==> config.mk <==
export PLATFORM = sky130hd
export DESIGN_NAME = frt_cfg_regs
export DESIGN_NICKNAME = d
export VERILOG_FILES = /design/src/hdl/frt_pkg.sv /design/src/hdl/frt_cfg_regs.sv
export SDC_FILE = /design/constraint.sdc
export NUM_CORES = 1
export LEC_CHECK = 0
export BUFFER_PORTS_ARGS = -buffer_cell sky130_fd_sc_hd__buf_2
export CAP_MARGIN = 40
export CORE_ASPECT_RATIO = 0.5
export CORE_MARGIN = 2
export CORE_UTILIZATION = 40
export CTS_CLUSTER_SIZE = 40
export DETAILED_ROUTE_END_ITERATION = 10
export PLACE_DENSITY_LB_ADDON = 0.08
export SYNTH_ARGS = -nofsm -noshare
export SYNTH_HDL_FRONTEND = slang
export SYNTH_SLANG_ARGS = --single-unit
==> constraint.sdc <==
create_clock -name clk -period 0.9 [get_ports clk]
set_input_delay 0 -clock clk [delete_from_list [all_inputs] [get_ports clk]]
set_output_delay 0 -clock clk [all_outputs]
set_load 0.03 [all_outputs]
==> src/hdl/frt_pkg.sv <==
`default_nettype none

package frt_pkg;

  // Default frame limits, handed to the top level as parameter defaults.
  localparam int unsigned MAX_WIDTH_DEF  = 256;
  localparam int unsigned MAX_HEIGHT_DEF = 256;

  // Fixed field widths.
  localparam int unsigned DIM_W      = 9;
  localparam int unsigned SAMPLE_W   = 16;
  localparam int unsigned PIXEL_W    = 8;
  localparam int unsigned CFG_DATA_W = 32;
  localparam int unsigned CFG_ADDR_W = 5;

  // Register indexes, taken from the word address of the configuration port.
  typedef enum logic [2:0] {
    REG_IMAGE_WIDTH  = 3'd0,
    REG_IMAGE_HEIGHT = 3'd1,
    REG_ROTATE_MODE  = 3'd2,
    REG_MAX_VALUE    = 3'd3,
    REG_RANGE_CHECK  = 3'd4
  } reg_idx_t;

  // Input word operation codes.
  localparam logic MODE_LOAD  = 1'b0;
  localparam logic MODE_FETCH = 1'b1;

  // Output orientation codes.
  localparam logic ROT_TRANSPOSE = 1'b0;
  localparam logic ROT_CLOCKWISE = 1'b1;

  // Register reset values.
  localparam logic [DIM_W-1:0]    IMAGE_DIM_RST   = 9'd256;
  localparam logic                ROTATE_MODE_RST = ROT_CLOCKWISE;
  localparam logic [SAMPLE_W-1:0] MAX_VALUE_RST   = 16'd255;
  localparam logic                RANGE_CHECK_RST = 1'b0;

  // Input word: a load or a fetch request.
  typedef struct packed {
    logic                mode;
    logic [SAMPLE_W-1:0] sample;
  } in_word_t;

  // Output word: one fetched pixel with its flags.
  typedef struct packed {
    logic [PIXEL_W-1:0] pixel;
    logic               row_end;
    logic               frame_end;
    logic               range_error;
  } out_word_t;

  // Configuration seen by the address generator.
  typedef struct packed {
    logic [DIM_W-1:0]    image_width;
    logic [DIM_W-1:0]    image_height;
    logic                rotate_mode;
    logic [SAMPLE_W-1:0] max_value;
    logic                range_check;
    logic                pos_clear;
  } cfg_t;

  // Flags that go with one fetch.
  typedef struct packed {
    logic row_end;
    logic frame_end;
    logic range_error;
  } fetch_info_t;

  // Saturate a dimension to the range 1..maxv.
  function automatic logic [DIM_W-1:0] clamp_dim(input logic [DIM_W-1:0] d,
                                                 input int unsigned maxv);
    logic [DIM_W-1:0] res;
    res = d;
    if (d == '0) begin
      res = DIM_W'(1);
    end else if (32'(d) > maxv) begin
      res = DIM_W'(maxv);
    end
    return res;
  endfunction

endpackage

`default_nettype wire

==> src/hdl/frt_cfg_regs.sv <==
`default_nettype none

module frt_cfg_regs #(
  parameter int unsigned MAX_WIDTH  = frt_pkg::MAX_WIDTH_DEF,
  parameter int unsigned MAX_HEIGHT = frt_pkg::MAX_HEIGHT_DEF
) (
  input  wire logic                            clk,
  input  wire logic                            rst_n,
  input  wire logic                            psel,
  input  wire logic                            penable,
  input  wire logic                            pwrite,
  input  wire logic [frt_pkg::CFG_ADDR_W-1:0]  paddr,
  input  wire logic [frt_pkg::CFG_DATA_W-1:0]  pwdata,
  output logic      [frt_pkg::CFG_DATA_W-1:0]  prdata,
  output logic                                 pready,
  output frt_pkg::cfg_t                        cfg
);

  logic [frt_pkg::DIM_W-1:0]    width_r, width_nxt;
  logic [frt_pkg::DIM_W-1:0]    height_r, height_nxt;
  logic                         rotate_r, rotate_nxt;
  logic [frt_pkg::SAMPLE_W-1:0] maxval_r, maxval_nxt;
  logic                         check_r, check_nxt;
  logic                         clear_r, clear_nxt;
  logic                         wr_en;
  frt_pkg::reg_idx_t            idx;

  assign pready = 1'b1;
  assign wr_en  = psel && penable && pwrite;
  assign idx    = frt_pkg::reg_idx_t'(paddr[4:2]);

  // Register write decode. A dimension write also restarts both scan positions.
  always_comb begin
    width_nxt  = width_r;
    height_nxt = height_r;
    rotate_nxt = rotate_r;
    maxval_nxt = maxval_r;
    check_nxt  = check_r;
    clear_nxt  = 1'b0;
    if (wr_en) begin
      unique case (idx)
        frt_pkg::REG_IMAGE_WIDTH: begin
          width_nxt = frt_pkg::clamp_dim(pwdata[frt_pkg::DIM_W-1:0], MAX_WIDTH);
          clear_nxt = 1'b1;
        end
        frt_pkg::REG_IMAGE_HEIGHT: begin
          height_nxt = frt_pkg::clamp_dim(pwdata[frt_pkg::DIM_W-1:0], MAX_HEIGHT);
          clear_nxt  = 1'b1;
        end
        frt_pkg::REG_ROTATE_MODE: rotate_nxt = pwdata[0];
        frt_pkg::REG_MAX_VALUE:   maxval_nxt = pwdata[frt_pkg::SAMPLE_W-1:0];
        frt_pkg::REG_RANGE_CHECK: check_nxt  = pwdata[0];
        default: ;
      endcase
    end
  end

  always_ff @(posedge clk) begin
    if (!rst_n) begin
      width_r  <= frt_pkg::clamp_dim(frt_pkg::IMAGE_DIM_RST, MAX_WIDTH);
      height_r <= frt_pkg::clamp_dim(frt_pkg::IMAGE_DIM_RST, MAX_HEIGHT);
      rotate_r <= frt_pkg::ROTATE_MODE_RST;
      maxval_r <= frt_pkg::MAX_VALUE_RST;
      check_r  <= frt_pkg::RANGE_CHECK_RST;
      clear_r  <= 1'b0;
    end else begin
      width_r  <= width_nxt;
      height_r <= height_nxt;
      rotate_r <= rotate_nxt;
      maxval_r <= maxval_nxt;
      check_r  <= check_nxt;
      clear_r  <= clear_nxt;
    end
  end

  // Read back mux.
  always_comb begin
    prdata = '0;
    unique case (idx)
      frt_pkg::REG_IMAGE_WIDTH:  prdata = frt_pkg::CFG_DATA_W'(width_r);
      frt_pkg::REG_IMAGE_HEIGHT: prdata = frt_pkg::CFG_DATA_W'(height_r);
      frt_pkg::REG_ROTATE_MODE:  prdata = frt_pkg::CFG_DATA_W'(rotate_r);
      frt_pkg::REG_MAX_VALUE:    prdata = frt_pkg::CFG_DATA_W'(maxval_r);
      frt_pkg::REG_RANGE_CHECK:  prdata = frt_pkg::CFG_DATA_W'(check_r);
      default:                   prdata = '0;
    endcase
  end

  assign cfg.image_width  = width_r;
  assign cfg.image_height = height_r;
  assign cfg.rotate_mode  = rotate_r;
  assign cfg.max_value    = maxval_r;
  assign cfg.range_check  = check_r;
  assign cfg.pos_clear    = clear_r;

endmodule

`default_nettype wire

==> results_dict.tcl <==
set metrics [dict create \
    p_leak_nw 1.58 \
    place_area_mm2 0.00288 \
    post-place-ws_ps -151 \
    worst-endpoint-arrival_ps 1310 \
    fp.dieH_um 53.7 \
    core_mm2 0.00484 \
    post-route-period-util_pct 145 \
    grt_pass1_wl_um 9380 \
    avgSynthCellArea_um2 8.41 \
    setup_viol 19 \
    synth_flop_cell "dfxtp_1" \
    ys_types 35 \
    globalRoute.busiestLayer "met2" \
    startpoint_type "register" \
    crit_fanout 2 \
    cts_root_buffer "clkbuf_8" \
    clk_latency_ps 290 \
    hold_path_class "input pin to register" \
    endpoint_kind "output pin" \
    clk_pin_slew_ps 80 \
    gp_congestion 0.793 \
    critical_path_required_ps 900 \
    use_met3_pct 5.06 \
    die_area_mm2 0.00555 \
    yosys_warnings 0 \
    cts_max_path_buffers 2 \
    synth-seq-area-share_pct 37.5 \
    grt_start_max_net_pins 42 \
    wl_per_cell_um 14.5 \
    powerDensity_mw_per_mm2 1010 \
    ios 112 \
    htree_num_levels 2 \
    overflow 0 \
    dpl.hpwl_um 4380 \
    area_delta_synth_final_pct 78.4 \
    tns_ps -3870 \
    worstPathCellList "mux2_4 > a22oi_2 > o22ai_4 > buf_6" \
    antenna-diode-count 0 \
    grt_use_met1_pct 32.1 \
    placementRows 18 \
    grt_use_met2_pct 35.2 \
    async_flop_share_pct 0 \
    cts_tree "yes" \
    fin_crit_ps 1310 \
    io_buffers 76 \
    wl_um 6340 \
    antenna_found_initial 0 \
    cp_slowest_stage_delay_ps 350 \
    critical_path.slowest_cell "dfxtp_4" \
    dr.first_iter.drc_count 96 \
    rsz0062_at_grt "yes" \
    nets 407 \
    irDropWorstVdd_mv 0.788 \
    cts_sinks 37 \
    holdWs_ps 33.2 \
    numCtsBuffers 5 \
    layout_common_cells "buf_6, nand2_1, buf_2, buf_4, mux2i_1" \
    ant_nets 0 \
    syn_area_mm2 0.00198 \
    synth_seq_cells 37 \
    final_area_mm2 0.00353 \
    drt-pass1-iter-count 4 \
    syn-instance-count 235 \
    final_common_cell "buf_6" \
    violations "setup timing" \
    via_per_inst 4.84 \
    fin_worst_skew_ps 0 \
    vias 2110 \
    slew_viol_final 0 \
    grt_pass1_vias 1926 \
    initial_core_util_pct 40.8 \
    drc_errors 0 \
    worst-setup-path-type "register to output pin" \
    die_w_um 103 \
    status "complete, but fails checks" \
    layout-drive-gt1-share_pct 57.9 \
    maxCapViolCount 0 \
    layout_setup_ws_ps -409 \
    hold_viol_final 0 \
    fmax_ghz 0.764 \
    track_usage_pct 22.4 \
    synth_edf_count 0 \
]
-- critical path: cells and delay by family, from the launching register on --
family	cells	cell delay [ps]
AOI/OAI and AO/OA	2	260
buffers and inverters	1	150
DFF	1	350
muxes	1	260
-- power breakdown --
part	internal (mW)	switching, mW
Combinational	0.296	0.432
Sequential	1.60	0.0100
Clock	0.550	0.669
-- state kept, by name (all words and copies together), names as in the netlist --
name,count
check_r,1
clear_r,1
height_r,9
maxval_r,16
rotate_r,1
width_r,9
-- final cells by class --
type / instances / area (um2)
well taps: 70 / 87.6
flip-flops and latches: 37 / 818
inverters: 2 / 7.51
multi-input cells: 175 / 1240
clock inverters: 3 / 21.3
fillers: 371 / 1320
clock buffers: 5 / 68.8
repair buffers: 144 / 1280
-- cells by family after synthesis --
logic type,share of synthesized area (%)
DFF,37.5
buffers and inverters,11.6
muxes,16.3
other,0.380
and+or+nand+nor,25.0
AOI/OAI and AO/OA,9.24
-- cell usage after synthesis (2+ instances only) --
cell type	n	area share, %
nand2_1	42	8.0
dfxtp_1	37	37
mux2i_1	31	16
nand3_1	22	5.6
buf_4	20	7.6
clkbuf_1	11	2.1
o21ai_0	11	2.8
or2_2	9	2.8
a21oi_1	8	2.0
and2_1	7	2.2
buf_2	4	1.0
nor2_1	4	0.76
conb_1	2	0.38
nand2b_1	2	0.63
nor4_1	2	0.63
o211ai_1	2	0.76
o221a_2	2	1.1
o311ai_0	2	0.89
-- timing repair --
item / CTS / global route
hold endpoints to repair: 9 / 0
resized for setup: 110 / 22
hold buffers: 9 / 0
setup endpoints to repair: 36 / 38
pin swaps: 2 / 3
setup buffers: 0 / 15
-- worst paths after layout --
check | from | endpoint | slack (ps) | cells after the start
min reg2reg | maxval_r[14] | maxval_r[14] | 460 | 2
max reg2reg | width_r[7] | width_r[7] | 30 | 4
min | penable | clear_r | 30 | 3
max | maxval_r[0] | prdata[0] | -410 | 4
-- per-stage QoR --
stage | utilization [%] | instances | power (mW)
2_1_floorplan | - | 250 | 2.10
3_3_place_gp | 59.5 | 408 | 2.28
3_5_place_dp | 59.5 | 408 | 2.28
4_1_cts | 70.0 | 425 | 3.56
5_1_grt | 72.8 | 436 | 3.72
6_report | 72.8 | 436 | 3.56
-- per-layer routing --
metal / part of all wire, % / routed length (um) / vias up
li1: - / - / 1025
met1: 49 / 3120 / 1008
met2: 45 / 2870 / 70
met5: 0 / 0 / -
met3: 4.6 / 292 / 7
met4: 0.96 / 61 / 0
Note: power is estimated with default switching activity, not from simulation.
