File: config.mk
export PLATFORM = sky130hd
export DESIGN_NAME = frt_addr_gen
export DESIGN_NICKNAME = d
export VERILOG_FILES = /design/src/hdl/frt_pkg.sv /design/src/hdl/frt_addr_gen.sv
export SDC_FILE = /design/constraint.sdc
export NUM_CORES = 1
export LEC_CHECK = 0
export BUFFER_PORTS_ARGS = -buffer_cell sky130_fd_sc_hd__buf_4
export CELL_PAD_IN_SITES_DETAIL_PLACEMENT = 1
export CELL_PAD_IN_SITES_GLOBAL_PLACEMENT = 1
export CORE_ASPECT_RATIO = 1.1
export CORE_UTILIZATION = 28
export CTS_CLUSTER_SIZE = 14
export DETAILED_ROUTE_END_ITERATION = 7
export GPL_TIMING_DRIVEN = 1
export PLACE_DENSITY_LB_ADDON = 0.1
export RECOVER_POWER = 100
export SYNTH_ARGS = -nofsm -noshare
export SYNTH_HDL_FRONTEND = slang
export SYNTH_SLANG_ARGS = --single-unit
export TNS_END_PERCENT = 10
File: constraint.sdc
create_clock -name clk -period 3.4 [get_ports clk]
set_clock_uncertainty 0.2 [all_clocks]
set_input_delay 0 -clock clk [delete_from_list [all_inputs] [get_ports clk]]
set_output_delay 0 -clock clk [all_outputs]
set_load 0.01 [all_outputs]
File: src/hdl/frt_pkg.sv
`default_nettype none

package frt_pkg;

  // Default frame limits, handed to the top level as parameter defaults.
  localparam int unsigned MAX_WIDTH_DEF  = 256;
  localparam int unsigned MAX_HEIGHT_DEF = 256;

  // Fixed field widths.
  localparam int unsigned DIM_W      = 9;
  localparam int unsigned SAMPLE_W   = 16;
  localparam int unsigned PIXEL_W    = 8;
  localparam int unsigned CFG_DATA_W = 32;
  localparam int unsigned CFG_ADDR_W = 5;

  // Register indexes, taken from the word address of the configuration port.
  typedef enum logic [2:0] {
    REG_IMAGE_WIDTH  = 3'd0,
    REG_IMAGE_HEIGHT = 3'd1,
    REG_ROTATE_MODE  = 3'd2,
    REG_MAX_VALUE    = 3'd3,
    REG_RANGE_CHECK  = 3'd4
  } reg_idx_t;

  // Input word operation codes.
  localparam logic MODE_LOAD  = 1'b0;
  localparam logic MODE_FETCH = 1'b1;

  // Output orientation codes.
  localparam logic ROT_TRANSPOSE = 1'b0;
  localparam logic ROT_CLOCKWISE = 1'b1;

  // Register reset values.
  localparam logic [DIM_W-1:0]    IMAGE_DIM_RST   = 9'd256;
  localparam logic                ROTATE_MODE_RST = ROT_CLOCKWISE;
  localparam logic [SAMPLE_W-1:0] MAX_VALUE_RST   = 16'd255;
  localparam logic                RANGE_CHECK_RST = 1'b0;

  // Input word: a load or a fetch request.
  typedef struct packed {
    logic                mode;
    logic [SAMPLE_W-1:0] sample;
  } in_word_t;

  // Output word: one fetched pixel with its flags.
  typedef struct packed {
    logic [PIXEL_W-1:0] pixel;
    logic               row_end;
    logic               frame_end;
    logic               range_error;
  } out_word_t;

  // Configuration seen by the address generator.
  typedef struct packed {
    logic [DIM_W-1:0]    image_width;
    logic [DIM_W-1:0]    image_height;
    logic                rotate_mode;
    logic [SAMPLE_W-1:0] max_value;
    logic                range_check;
    logic                pos_clear;
  } cfg_t;

  // Flags that go with one fetch.
  typedef struct packed {
    logic row_end;
    logic frame_end;
    logic range_error;
  } fetch_info_t;

  // Saturate a dimension to the range 1..maxv.
  function automatic logic [DIM_W-1:0] clamp_dim(input logic [DIM_W-1:0] d,
                                                 input int unsigned maxv);
    logic [DIM_W-1:0] res;
    res = d;
    if (d == '0) begin
      res = DIM_W'(1);
    end else if (32'(d) > maxv) begin
      res = DIM_W'(maxv);
    end
    return res;
  endfunction

endpackage

`default_nettype wire

File: src/hdl/frt_addr_gen.sv
`default_nettype none

module frt_addr_gen #(
  parameter int unsigned MAX_WIDTH  = frt_pkg::MAX_WIDTH_DEF,
  parameter int unsigned MAX_HEIGHT = frt_pkg::MAX_HEIGHT_DEF,
  localparam int unsigned COL_W     = $clog2(MAX_WIDTH),
  localparam int unsigned ROW_W     = $clog2(MAX_HEIGHT),
  localparam int unsigned AW        = ROW_W + COL_W
) (
  input  wire logic                            clk,
  input  wire logic                            rst_n,
  input  wire frt_pkg::cfg_t                   cfg,
  input  wire logic                            load_acc,
  input  wire logic                            fetch_acc,
  input  wire logic [frt_pkg::SAMPLE_W-1:0]    sample,
  output logic      [AW-1:0]                   mem_addr,
  output logic                                 mem_we,
  output logic                                 mem_re,
  output logic      [frt_pkg::PIXEL_W-1:0]     mem_wdata,
  output frt_pkg::fetch_info_t                 info
);

  // Load scan position (raster order) and fetch scan position (output order).
  logic [ROW_W-1:0] load_row_r, load_row_nxt;
  logic [COL_W-1:0] load_col_r, load_col_nxt;
  logic [COL_W-1:0] out_row_r, out_row_nxt;
  logic [ROW_W-1:0] out_col_r, out_col_nxt;
  logic             error_r, error_nxt;
  logic             load_last_col, load_last_row;
  logic             out_last_col, out_last_row;
  logic [ROW_W-1:0] src_row;

  assign load_last_col = (32'(load_col_r) + 32'd1) >= 32'(cfg.image_width);
  assign load_last_row = (32'(load_row_r) + 32'd1) >= 32'(cfg.image_height);
  assign out_last_col  = (32'(out_col_r) + 32'd1) >= 32'(cfg.image_height);
  assign out_last_row  = (32'(out_row_r) + 32'd1) >= 32'(cfg.image_width);

  // Source row of the fetched pixel: mirrored for a clockwise rotation.
  assign src_row = (cfg.rotate_mode == frt_pkg::ROT_CLOCKWISE)
                   ? ROW_W'(32'(cfg.image_height) - 32'd1 - 32'(out_col_r))
                   : out_col_r;

  // One memory access per word: a write for a load, a read for a fetch.
  assign mem_we    = load_acc;
  assign mem_re    = fetch_acc;
  assign mem_wdata = sample[frt_pkg::PIXEL_W-1:0];
  assign mem_addr  = fetch_acc ? {src_row, out_row_r} : {load_row_r, load_col_r};

  assign info.row_end     = out_last_col;
  assign info.frame_end   = out_last_col && out_last_row;
  assign info.range_error = error_r;

  // Position counters and sticky range error.
  always_comb begin
    load_row_nxt = load_row_r;
    load_col_nxt = load_col_r;
    out_row_nxt  = out_row_r;
    out_col_nxt  = out_col_r;
    error_nxt    = error_r;
    if (cfg.pos_clear) begin
      load_row_nxt = '0;
      load_col_nxt = '0;
      out_row_nxt  = '0;
      out_col_nxt  = '0;
    end else begin
      if (load_acc) begin
        if (cfg.range_check && (sample > cfg.max_value)) begin
          error_nxt = 1'b1;
        end
        if (load_last_col) begin
          load_col_nxt = '0;
          load_row_nxt = load_last_row ? '0 : load_row_r + ROW_W'(1);
        end else begin
          load_col_nxt = load_col_r + COL_W'(1);
        end
      end
      if (fetch_acc) begin
        if (out_last_col) begin
          out_col_nxt = '0;
          out_row_nxt = out_last_row ? '0 : out_row_r + COL_W'(1);
        end else begin
          out_col_nxt = out_col_r + ROW_W'(1);
        end
      end
    end
  end

  always_ff @(posedge clk) begin
    if (!rst_n) begin
      load_row_r <= '0;
      load_col_r <= '0;
      out_row_r  <= '0;
      out_col_r  <= '0;
      error_r    <= 1'b0;
    end else begin
      load_row_r <= load_row_nxt;
      load_col_r <= load_col_nxt;
      out_row_r  <= out_row_nxt;
      out_col_r  <= out_col_nxt;
      error_r    <= error_nxt;
    end
  end

endmodule

`default_nettype wire

==> flow_summary_export.csv <==
group,metric,value,unit
logic_synthesis,yosysSeqAreaShare,17.8,%
pwr,power.density,255,mW/mm²
route,first_pass_iters,6,
logic_synthesis,syn_nets,584,
worst_setup_path,critPathLaunchType,"flop",
global_route,grt_overflow_total,0,
floorplanning,coreArea,0.0128,mm²
route,dr_total_vias,3620,
global_route,grt_pass1_wl,18700,µm
sta,setup_viol,0,
route,wirelength,11400,µm
hold_path,hold_path.startpoint,"cfg[0]",
worst_setup_path,cp_slowest_stage_delay,400,ps
logic_synthesis,synth_ff_type,"dfxtp_1",
sta,slew-limit-headroom,35.2,%
placement,port_buffers,85,
logic_synthesis,ys_ff_latch,33,
clocking,root_buffer,"clkbuf_16",
sta,worst_slew_pin_slew,973,ps
floorplanning,dieWidth,112,µm
worst_setup_path,rrSetupSlack,270,ps
sta,clock.fmax,319,MHz
placement,place_hpwl,9170,µm
clocking,clkTransAtPathRegs,60,ps
worst_setup_path,r2r_start,"out_col_r[1]",
global_route,grt_max_degree,34,
floorplanning,die_area,0.0137,mm²
sta,finalMaxSlewViolations,0,
route,ant_nets,0,
global_route,track_usage,17.3,%
route,route.detailed.wl_per_inst,16.0,µm
layout,area_delta_synth_final,27.5,%
clocking,clk_path_buf_depth,2,
floorplanning,placementRows,43,
worst_setup_path,worst_setup_path_end_kind,"output port",
floorplanning,die_y,123,µm
status,outcome,"complete, but fails checks",
pwr,irDropWorstVdd,0.210,mV
logic_synthesis,synth.top_cell.area_share,21.2,%
clocking,clk-insertion-delay-late,290,ps
logic_synthesis,synth_edf_count,0,
route,drt_iter0_markers,128,
clocking,cts_tree,"yes",
worst_setup_path,r2r_cells,11,
logic_synthesis,yosysWarnings,0,
status,violations,"design-rule violations",
worst_setup_path,crit_slowest_cell,"dfxtp_1",
sta,min_period_over_period,92.1,%
floorplanning,initial_core_util,29.1,%
logic_synthesis,netlist_instances,463,
pwr,leakagePower,2.28,nW
route,drc_errors,4,
floorplanning,io-pin-count,86,
sta,setup_ws,268,ps
placement,preCtsSetupSlack,253,ps
layout,layout_common_cells,"buf_4, ha_1, inv_1, nor2_1, dfxtp_1",
sta,fin_setup_tns,0,ps
layout,final_cell_area,0.00473,mm²
placement,placed_area,0.00446,mm²
hold_path,holdCritPathClass,"in2reg",
route,routed_via_density,5.08,
layout,drive_gt1_share,18.9,%
worst_setup_path,path_cells,"and3_1 > nand3_1 > nor3_2 > xor2_1 > ha_1 > o21ai_0 > nand2b_1 > o211ai_1 > a21boi_4 > inv_1 > o21a_1 > clkbuf_1",
worst_setup_path,crit_type,"reg2out",
clocking,clock_sinks,33,
run,drv_cap,0,
layout,nets,676,
clocking,numCtsBuffers,5,
logic_synthesis,yosysTopAreaCell,"ha_1",
global_route,grt_pass1_vias,3760,
placement,gp_congestion,0.774,
layout,n_antenna_cell,0,
logic_synthesis,synth_area,0.00371,mm²
logic_synthesis,synthArstFlopShare,0,%
global_route,antenna_found_initial,0,
worst_setup_path,cp.required,3200,ps
logic_synthesis,avgSynthCellArea,8.02,µm²
worst_setup_path,path_max_fanout,5,
layout,layout_commonest_cell,"buf_4",
clocking,ctsHtreeMaxLevel,2,
worst_setup_path,regToRegEndpoint,"out_row_r[0]",
layout,final_util,37.1,%
logic_synthesis,ys_types,56,
sta,period_minus_slack,3130,ps
pwr,total_power,1.21,mW
hold_path,whs_path_depth,5,
logic_synthesis,synthTopCellsByArea,"ha_1, dfxtp_1, inv_1",
sta,grt_setup_unrepaired,"false",
worst_setup_path,critPathArrivalTime,2930,ps
sta,finalHoldViolCount,0,
hold_path,hold_path_end,"load_row_r[0]",
## cells by family (layout without fill, tap and decap cells)
kind of cell	count (synthesis)	after routing	synth area share, %
buffers and inverters	74	167	8.93
flip-flops	33	33	17.8
XOR/XNOR	31	31	7.32
multiplexers	14	14	4.08
adder cells (fa/ha/maj)	64	64	21.8
AND/OR/NAND/NOR	134	134	18.9
AO/OA/AOI/OAI	113	113	21.2
## worst max path at each step
stage,endpoint,depth (start not counted),start
finish,info[1],12,out_col_r[2]
global route,out_row_r[0],11,out_col_r[1]
CTS,info[1],12,out_col_r[0]
detailed placement,out_row_r[0],11,out_col_r[0]
global placement,out_row_r[0],11,out_col_r[2]
floorplan,out_row_r[0],11,out_row_r[0]
## layer usage
| layer | global-route usage (%) | up-vias | part of all wire (%) |
|---|---|---|---|
| met4 | 3.04 | 0 | 1.2 |
| li1 | - | 1833 | - |
| met3 | 2.91 | 9 | 2.8 |
| met5 | 0 | - | 0 |
| met1 | 20.4 | 1723 | 44 |
| met2 | 32.9 | 55 | 52 |
## power breakdown
group	switching (mW)	leakage, nW	internal, mW
Sequential	0.00248	0.266	0.389
Clock	0.195	0.0800	0.347
Combinational	0.138	1.94	0.135
## stage by stage
stage / hold slack (ps) / instances
finish: 28.9 / 713
global route: 75.7 / 713
CTS: 30.0 / 709
detailed placement: -11.5 / 688
global placement: -11.8 / 688
floorplan: -108 / 463
## repair_timing
action                     CTS  global route
buffers inserted             0             4
hold buffers                13             0
resized for setup            1             3
hold endpoints to repair    20             0
cloned                       0             0
setup endpoints to repair    1             6
pin swaps                    0             1
## area by class of cell
type	instances	area, µm²
clock buffer	5	125
clock inverter	3	46.3
fill	1538	8020
inverter	49	184
multi-input combinational	356	2730
sequential	33	662
tap	157	196
timing repair buffer	110	788
## cell usage after synthesis, types with 6 or more instances
master    count
mux2_2        9
nand2_1      21
nand2b_1     10
buf_4        12
ha_1         63
xnor2_1      20
inv_1        48
o21ai_0      23
dfxtp_1      33
nand3_1      30
xor2_1       11
nand4_1       6
clkbuf_1      9
a21oi_1      29
a22o_1       15
nor2_1       33
and3_1       11
## sequential cells by signal, summed over array words and instances, names as in the netlist
name / cells
out_row_r: 8
out_col_r: 8
error_r: 1
load_col_r: 8
load_row_r: 8
## critical path, delay by kind of cell, from the launching register on
kind / cells / cell delay, ps
adders and majority gates: 1 / 270
xor gates and xnor gates: 1 / 230
and+or+nand+nor: 4 / 790
AOI/OAI and AO/OA: 4 / 700
DFF: 1 / 400
buffers and inverters: 2 / 250
(Power assumes the default switching activity.)
